**src/hw/rtl/icmppt_pkg.sv**
```systemverilog
package icmppt_pkg;

  localparam int unsigned VOLT_W   = 16;
  localparam int unsigned CURR_W   = 16;
  localparam int unsigned STEP_W   = 15;
  localparam int unsigned CFG_IDX_W  = 3;
  localparam int unsigned CFG_DATA_W = 16;
  localparam int unsigned IN_DATA_W  = 88;
  localparam int unsigned OUT_DATA_W = 40;

  // operand and product widths of the shared multiplier
  localparam int unsigned MUL_A_W = 33;
  localparam int unsigned MUL_B_W = 17;
  localparam int unsigned PROD_W  = MUL_A_W + MUL_B_W;

  // register indexes on the configuration port
  typedef enum logic [CFG_IDX_W-1:0] {
    REG_BATT_VOLT_MAX    = 3'd0,
    REG_BATT_VOLT_CV     = 3'd1,
    REG_MPPT_CURRENT_CAP = 3'd2,
    REG_FUSE_CURRENT_CAP = 3'd3,
    REG_TRACK_STEP       = 3'd4,
    REG_COND_DEADBAND    = 3'd5,
    REG_BACKOFF_STEP     = 3'd6
  } reg_idx_t;

  typedef struct packed {
    logic [VOLT_W-1:0]        batt_volt_max;
    logic [VOLT_W-1:0]        batt_volt_cv;
    logic [CURR_W-1:0]        mppt_current_cap;
    logic [CURR_W-1:0]        fuse_current_cap;
    logic [STEP_W-1:0]        track_step;
    logic [15:0]              cond_deadband;
    logic signed [VOLT_W-1:0] backoff_step;
  } cfg_t;

  // operand selection of the shared multiplier
  typedef enum logic [1:0] {
    MUL_SDI_V  = 2'd0,
    MUL_I_ADV  = 2'd1,
    MUL_DB_V   = 2'd2,
    MUL_Q_ADV  = 2'd3
  } mul_sel_t;

  // controller to datapath commands
  typedef struct packed {
    logic     capture;
    logic     mul_en;
    mul_sel_t mul_sel;
    logic     finish;
  } dp_cmd_t;

endpackage

```
**src/hw/rtl/inccond_mppt_with_charge_limit_core.sv**
```systemverilog
// Incremental-conductance MPPT step with CC/CV charge limiting.
// Input beats on in_*: one sample of array voltage and current, battery
// voltage, charge current, BMS limit and boost enable. Each accepted beat
// yields exactly one result beat on out_*: voltage step, hard-stop, CV and
// CC flags and the effective current limit.
// One sample is worked on at a time; the next beat is taken only once the
// previous result has been registered. One shared 33x17 multiplier is used
// four times per sample, followed by a final add-and-compare step.
// The output register holds a finished result while out_tready is low; a new
// sample may be accepted and worked on meanwhile, and it waits in its last
// step until the output register frees up.
// Reset (rst_n low, synchronous) clears all configuration registers, the
// stored previous voltage and current, and the handshake state.
// Configuration: cfg_we writes cfg_wdata to register cfg_index. The user must
// write only while idle; the block itself has no check for this.
module inccond_mppt_with_charge_limit_core (
  input  logic                                clk,
  input  logic                                rst_n,
  // configuration write port
  input  logic                                cfg_we,
  input  logic [icmppt_pkg::CFG_IDX_W-1:0]    cfg_index,
  input  logic [icmppt_pkg::CFG_DATA_W-1:0]   cfg_wdata,
  // input stream
  input  logic                                in_tvalid,
  output logic                                in_tready,
  // array_voltage[15:0] array_current[31:16] battery_voltage[47:32]
  // charge_current[63:48] bms_current_limit[79:64] boost_enabled[80] zero[87:81]
  input  logic [icmppt_pkg::IN_DATA_W-1:0]    in_tdata,
  // result stream
  output logic                                out_tvalid,
  input  logic                                out_tready,
  // voltage_step[15:0] hard_stop[16] cv_active[17] cc_active[18]
  // effective_limit[34:19] zero[39:35]
  output logic [icmppt_pkg::OUT_DATA_W-1:0]   out_tdata
);
  import icmppt_pkg::*;

  cfg_t    cfg;
  dp_cmd_t cmd;

  icmppt_cfg u_cfg (
    .clk       (clk),
    .rst_n     (rst_n),
    .cfg_we    (cfg_we),
    .cfg_index (cfg_index),
    .cfg_wdata (cfg_wdata),
    .cfg       (cfg)
  );

  icmppt_ctrl u_ctrl (
    .clk        (clk),
    .rst_n      (rst_n),
    .in_tvalid  (in_tvalid),
    .in_tready  (in_tready),
    .out_tvalid (out_tvalid),
    .out_tready (out_tready),
    .cmd        (cmd)
  );

  icmppt_dp u_dp (
    .clk       (clk),
    .rst_n     (rst_n),
    .cfg       (cfg),
    .cmd       (cmd),
    .in_tdata  (in_tdata),
    .out_tdata (out_tdata)
  );

endmodule

```
**src/hw/rtl/icmppt_cfg.sv**
```systemverilog
module icmppt_cfg (
  input  logic                                clk,
  input  logic                                rst_n,
  input  logic                                cfg_we,
  input  logic [icmppt_pkg::CFG_IDX_W-1:0]    cfg_index,
  input  logic [icmppt_pkg::CFG_DATA_W-1:0]   cfg_wdata,
  output icmppt_pkg::cfg_t                    cfg
);
  import icmppt_pkg::*;

  cfg_t cfg_r;

  // register file, unknown indexes ignored
  always_ff @(posedge clk) begin
    if (!rst_n) begin
      cfg_r <= '0;
    end else if (cfg_we) begin
      unique case (cfg_index)
        REG_BATT_VOLT_MAX:    cfg_r.batt_volt_max    <= cfg_wdata;
        REG_BATT_VOLT_CV:     cfg_r.batt_volt_cv     <= cfg_wdata;
        REG_MPPT_CURRENT_CAP: cfg_r.mppt_current_cap <= cfg_wdata;
        REG_FUSE_CURRENT_CAP: cfg_r.fuse_current_cap <= cfg_wdata;
        REG_TRACK_STEP:       cfg_r.track_step       <= cfg_wdata[STEP_W-1:0];
        REG_COND_DEADBAND:    cfg_r.cond_deadband    <= cfg_wdata;
        REG_BACKOFF_STEP:     cfg_r.backoff_step     <= cfg_wdata;
        default: ;
      endcase
    end
  end

  assign cfg = cfg_r;

endmodule

```
**src/hw/rtl/icmppt_ctrl.sv**
```systemverilog
module icmppt_ctrl (
  input  logic                 clk,
  input  logic                 rst_n,
  input  logic                 in_tvalid,
  output logic                 in_tready,
  output logic                 out_tvalid,
  input  logic                 out_tready,
  output icmppt_pkg::dp_cmd_t  cmd
);
  import icmppt_pkg::*;

  typedef enum logic [2:0] {
    S_IDLE,
    S_MUL1,
    S_MUL2,
    S_MUL3,
    S_MUL4,
    S_DONE
  } state_t;

  state_t state_r, state_nxt;
  logic   out_valid_r, out_valid_nxt;
  logic   finish;

  assign in_tready = (state_r == S_IDLE);
  assign finish    = (state_r == S_DONE) && (!out_valid_r || out_tready);

  // next state and output valid
  always_comb begin
    state_nxt     = state_r;
    out_valid_nxt = out_valid_r;
    if (out_valid_r && out_tready) begin
      out_valid_nxt = 1'b0;
    end
    unique case (state_r)
      S_IDLE: if (in_tvalid) state_nxt = S_MUL1;
      S_MUL1: state_nxt = S_MUL2;
      S_MUL2: state_nxt = S_MUL3;
      S_MUL3: state_nxt = S_MUL4;
      S_MUL4: state_nxt = S_DONE;
      S_DONE: begin
        if (finish) begin
          state_nxt     = S_IDLE;
          out_valid_nxt = 1'b1;
        end
      end
      default: state_nxt = S_IDLE;
    endcase
  end

  always_ff @(posedge clk) begin
    if (!rst_n) begin
      state_r     <= S_IDLE;
      out_valid_r <= 1'b0;
    end else begin
      state_r     <= state_nxt;
      out_valid_r <= out_valid_nxt;
    end
  end

  // datapath commands
  always_comb begin
    cmd.capture = (state_r == S_IDLE) && in_tvalid;
    cmd.mul_en  = 1'b1;
    cmd.finish  = finish;
    unique case (state_r)
      S_MUL1:  cmd.mul_sel = MUL_SDI_V;
      S_MUL2:  cmd.mul_sel = MUL_I_ADV;
      S_MUL3:  cmd.mul_sel = MUL_DB_V;
      S_MUL4:  cmd.mul_sel = MUL_Q_ADV;
      default: begin
        cmd.mul_sel = MUL_SDI_V;
        cmd.mul_en  = 1'b0;
      end
    endcase
  end

  assign out_tvalid = out_valid_r;

endmodule

```
**src/hw/rtl/icmppt_dp.sv**
```systemverilog
module icmppt_dp (
  input  logic                                 clk,
  input  logic                                 rst_n,
  input  icmppt_pkg::cfg_t                     cfg,
  input  icmppt_pkg::dp_cmd_t                  cmd,
  input  logic [icmppt_pkg::IN_DATA_W-1:0]     in_tdata,
  output logic [icmppt_pkg::OUT_DATA_W-1:0]    out_tdata
);
  import icmppt_pkg::*;

  // input fields
  logic [VOLT_W-1:0] in_v, in_bv;
  logic [CURR_W-1:0] in_i, in_chg, in_bms;
  logic              in_boost;

  assign in_v     = in_tdata[15:0];
  assign in_i     = in_tdata[31:16];
  assign in_bv    = in_tdata[47:32];
  assign in_chg   = in_tdata[63:48];
  assign in_bms   = in_tdata[79:64];
  assign in_boost = in_tdata[80];

  // previous sample
  logic [VOLT_W-1:0] last_v_r;
  logic [CURR_W-1:0] last_i_r;

  // per-item registers
  logic [VOLT_W-1:0]        v_r;
  logic [CURR_W-1:0]        i_r;
  logic signed [CURR_W:0]   sdi_r;
  logic [VOLT_W-1:0]        adv_r;
  logic                     dv_zero_r, di_zero_r, di_pos_r;
  logic [CURR_W-1:0]        limit_r;
  logic                     hard_r, cv_r, cc_r;
  logic signed [33:0]       p1_r;
  logic [31:0]              p2_r;
  logic [31:0]              q_r;
  logic [47:0]              rhs_r;
  logic [OUT_DATA_W-1:0]    out_r;

  // differences and limit at capture
  logic signed [VOLT_W:0] dv, di;
  logic [VOLT_W-1:0]      adv;
  logic signed [CURR_W:0] sdi;
  logic [CURR_W-1:0]      lim_a, limit;

  always_comb begin
    dv    = $signed({1'b0, in_v}) - $signed({1'b0, last_v_r});
    di    = $signed({1'b0, in_i}) - $signed({1'b0, last_i_r});
    adv   = dv[VOLT_W] ? VOLT_W'(-dv) : dv[VOLT_W-1:0];
    sdi   = dv[VOLT_W] ? -di : di;
    lim_a = (cfg.mppt_current_cap < in_bms) ? cfg.mppt_current_cap : in_bms;
    limit = (cfg.fuse_current_cap < lim_a) ? cfg.fuse_current_cap : lim_a;
  end

  always_ff @(posedge clk) begin
    if (!rst_n) begin
      last_v_r <= '0;
      last_i_r <= '0;
    end else if (cmd.capture) begin
      last_v_r <= in_v;
      last_i_r <= in_i;
    end
  end

  always_ff @(posedge clk) begin
    if (cmd.capture) begin
      v_r       <= in_v;
      i_r       <= in_i;
      sdi_r     <= sdi;
      adv_r     <= adv;
      dv_zero_r <= (dv == '0);
      di_zero_r <= (di == '0);
      di_pos_r  <= !di[CURR_W] && (di != '0);
      limit_r   <= limit;
      hard_r    <= !in_boost || (in_bv >= cfg.batt_volt_max);
      cv_r      <= in_bv >= cfg.batt_volt_cv;
      cc_r      <= in_chg >= limit;
    end
  end

  // shared multiplier, one product per cycle
  logic signed [MUL_A_W-1:0] mul_a;
  logic signed [MUL_B_W-1:0] mul_b;
  logic signed [PROD_W-1:0]  prod;

  always_comb begin
    unique case (cmd.mul_sel)
      MUL_SDI_V: begin
        mul_a = MUL_A_W'(sdi_r);
        mul_b = $signed({1'b0, v_r});
      end
      MUL_I_ADV: begin
        mul_a = $signed(MUL_A_W'(i_r));
        mul_b = $signed({1'b0, adv_r});
      end
      MUL_DB_V: begin
        mul_a = $signed(MUL_A_W'(cfg.cond_deadband));
        mul_b = $signed({1'b0, v_r});
      end
      MUL_Q_ADV: begin
        mul_a = $signed({1'b0, q_r});
        mul_b = $signed({1'b0, adv_r});
      end
      default: begin
        mul_a = '0;
        mul_b = '0;
      end
    endcase
    prod = mul_a * mul_b;
  end

  always_ff @(posedge clk) begin
    if (cmd.mul_en) begin
      unique case (cmd.mul_sel)
        MUL_SDI_V: p1_r  <= prod[33:0];
        MUL_I_ADV: p2_r  <= prod[31:0];
        MUL_DB_V:  q_r   <= prod[31:0];
        MUL_Q_ADV: rhs_r <= prod[47:0];
        default: ;
      endcase
    end
  end

  // conductance compare against the deadband
  logic signed [PROD_W-1:0] sum, lhs, rhs, rhs_neg;
  logic                     up, dn;
  logic signed [VOLT_W-1:0] ts, track, step;

  always_comb begin
    sum     = PROD_W'(p1_r) + $signed(PROD_W'(p2_r));
    lhs     = sum <<< 12;
    rhs     = $signed(PROD_W'(rhs_r));
    rhs_neg = -rhs;
    up      = lhs > rhs;
    dn      = lhs < rhs_neg;
    ts      = $signed({1'b0, cfg.track_step});
    if (dv_zero_r) begin
      if (di_zero_r)     track = '0;
      else if (di_pos_r) track = ts;
      else               track = -ts;
    end else begin
      if (up)            track = ts;
      else if (dn)       track = -ts;
      else               track = '0;
    end
    step = (cv_r || cc_r) ? cfg.backoff_step : track;
  end

  // output register
  always_ff @(posedge clk) begin
    if (cmd.finish) begin
      out_r <= {5'b0, limit_r, cc_r, cv_r, hard_r, step};
    end
  end

  assign out_tdata = out_r;

endmodule
```
**config.mk**
```make
export PLATFORM = sky130hd
export DESIGN_NAME = inccond_mppt_with_charge_limit_core
export DESIGN_NICKNAME = d
export VERILOG_FILES = /design/src/hw/rtl/icmppt_pkg.sv /design/src/hw/rtl/inccond_mppt_with_charge_limit_core.sv /design/src/hw/rtl/icmppt_cfg.sv /design/src/hw/rtl/icmppt_ctrl.sv /design/src/hw/rtl/icmppt_dp.sv
export SDC_FILE = /design/constraint.sdc
export NUM_CORES = 2
export LEC_CHECK = 0
export BUFFER_PORTS_ARGS = -buffer_cell sky130_fd_sc_hd__clkbuf_2
export CAP_MARGIN = 20
export CELL_PAD_IN_SITES_DETAIL_PLACEMENT = 0
export CELL_PAD_IN_SITES_GLOBAL_PLACEMENT = 2
export CORE_MARGIN = 2
export CORE_UTILIZATION = 41
export DETAILED_ROUTE_END_ITERATION = 8
export MAX_ROUTING_LAYER = met4
export PLACE_DENSITY = 0.83
export SYNTH_ARGS = -nofsm -noshare
export SYNTH_HDL_FRONTEND = slang
export SYNTH_SLANG_ARGS = --single-unit
```
**constraint.sdc**
```tcl
create_clock -name clk -period 13.9 [get_ports clk]
set_clock_uncertainty 0.1 [all_clocks]
set_input_delay 1.39 -clock clk [delete_from_list [all_inputs] [get_ports clk]]
set_output_delay 1.39 -clock clk [all_outputs]
set_load 0.005 [all_outputs]
```
==> reports/results.txt <==
DR pass1 iterations - 6
cts repair resizes - 0
delay-heaviest family, CP - adder cells
#FFs+latches synth - 415
first-pass GRT wire length - 184 mm
Final nets - 5531
slowest stage cell, crit path - mux2_2
full die area - 0.104 mm^2
via count - 30800
Total GRT Usage - 0.236
CTS tree - built
main flop type after synthesis - edfxtp_1
count leader, synth - inv_1
Hold Startpoint - u_dp.limit_r[6]
crit share post-route - 0.728
Final ANT Viol Nets - 0
clock latency on the worst-skew pair - 0.62 ns
CP endpoint kind - flop
r2r setup slk - 3.78 ns
Sum Neg Setup Slack - 0 ns
CP most frequent cell - fa_1
EDFF count, synth - 268
GPL Wtd Cong - 0.886
max_slew headroom - 0.196
die width - 323 um
outcome - complete, no violations
Sink Count - 415
routed wire length - 118 mm
Synth Instances - 4506
R2R Path End - u_dp.rhs_r[45]
largest cells by area after synthesis - fa_1, edfxtp_1, ha_1
total core area - 0.100 mm^2
RSZ-0062 raised after global routing - false
kind of critical path - flop to flop
RR Startpoint - u_ctrl.state_r[2]
crit-path max cell delay - 0.89 ns
top cell type's share of synthesized area - 0.237
area delta synth->final - 9.57%
Initial Utilization - 0.415
post-synthesis cell area - 0.0417 mm^2
worst r2r path cells - 27
CTS buffer count - 48
dpl hpwl - 91.8 mm
depth of the CTS H-tree - 2
count of hold buffers inserted by post-cts repair - 0
global route overflow - 0
Worst Path Max Fanout - 74
Setup crit start kind - flop
largest net degree at the start of global routing - 110
Post-route DRC - 0
final setup violation count - 0
Hold Path Stages - 0
sum of buffers and inverters on the critical path - 5
vias in the first global route - 31200
CP arrival - 10.37 ns
row cnt - 116
Seq/Total Area, Yosys - 0.264
Vias/cell - 5.14
I/O pin count - 154
leading area contributor after synthesis - fa_1
clk root buf - clkbuf_16
per-cell routed wire length - 19.7 um
Die Y - 323 um
initial antenna violation count - 4
min cycle time layout - 10.12 ns
Crit path required time - 14.16 ns
Cell variety after synth - 84
final hold viol count - 0
Max Slew Vio Count - 0
Synth top cells by count - inv_1, nand2_1, fa_1
syn_area_per_cell - 9.26 um^2
initial DRC count - 1876
asr flop ratio synth - 0
Fill cells - 9984
Longest Clk Path Bufs - 3
Worst Hold Endpoint - u_dp.out_tdata[25]
Max Cap Viol - 0
share of layout cells above drive strength 1 - 0.0762
FMAX - 0.0989 GHz
yosys synthesis warning count - 0
Hold Crit Class - flop to flop
port bufs - 141
Post-CTS Setup Bufs - 0
Clock Pin Slew Worst Setup and Hold Paths - 0.06 ns
Least-Margin Pin Slew - 1.21 ns
metal layers:
metal  wire [um]  track usage  vias up
li1            -            -    14800
met1       54300        0.324    15200
met2       55300        0.378      689
met3        5730       0.0259      131
met4        2730       0.0531        0
met5           0            -        -
cell type report:
type	count	area (um^2)	area share
Clock inverter	26	342	0.00747
Inverter	772	2900	0.0635
Antenna cell	2	5.00	0.000110
Sequential cell	415	11000	0.240
Tap cell	1357	1700	0.0372
Clock buffer	64	1340	0.0292
Timing Repair Buffer	193	1120	0.0246
Multi-Input combinational cell	3160	27300	0.598
worst max-delay path by stage:
stage	start	end	slack, ns	cells after the start
4_1_cts	u_ctrl.state_r[1]	u_dp.rhs_r[45]	3.67	27
5_1_grt	u_ctrl.state_r[2]	u_dp.rhs_r[45]	3.08	27
3_3_place_gp	u_ctrl.state_r[1]	u_dp.rhs_r[45]	3.72	29
3_5_place_dp	u_ctrl.state_r[1]	u_dp.rhs_r[45]	3.68	27
6_report	u_ctrl.state_r[2]	u_dp.rhs_r[45]	3.78	27
2_1_floorplan	u_ctrl.state_r[1]	u_dp.rhs_r[45]	4.02	31
stage by stage:
stage | utilization | setup WS, ns | hold WS [ns] | instances | instance area, um^2
after floorplan | - | 4.02 | 0.300 | 4510 | 41700
after global placement | 0.438 | 3.72 | 0.301 | 5894 | 44000
after detailed placement | 0.438 | 3.68 | 0.305 | 5895 | 44000
after CTS | 0.455 | 3.67 | 0.320 | 5985 | 45700
after global routing | 0.455 | 3.08 | 0.324 | 5989 | 45700
final | 0.455 | 3.78 | 0.319 | 5989 | 45700
flip-flops by register name, indices dropped and copies added (netlist names), 17 cells and up:
name            flops
u_cfg.cfg         111
u_dp.out_tdata     35
u_dp.p1_r          34
u_dp.p2_r          32
u_dp.q_r           32
u_dp.rhs_r         48
u_dp.sdi_r         17
layout by cell type, fill, tap and decap left out, drive strengths merged, types with 25 or more instances in the layout:
cell and count:
nand3 31, nor3 51, mux2 33, nand2b 30
fa 494, ha 335, inv 777, mux2i 48
nand2 716, dfxtp 147, a21o 109, a21oi 156
a21boi 150, buf 53, clkbuf 204, o21a 26
xnor2 134, nor2b 28, nor2 359, edfxtp 268
xor2 37, o21ai 110, nand4 25
kinds of logic after synthesis:
logic type      share of synthesized area
simple gates                        0.137
mux                                0.0204
other cells                     0.0000899
flops                               0.264
buf+inv                            0.0850
xor+xnor                           0.0359
fa+ha+maj                           0.338
compound gates                      0.120
Power is not shown: default switching activity piles up to over one toggle a cycle in this logic, so the estimate is an artifact.
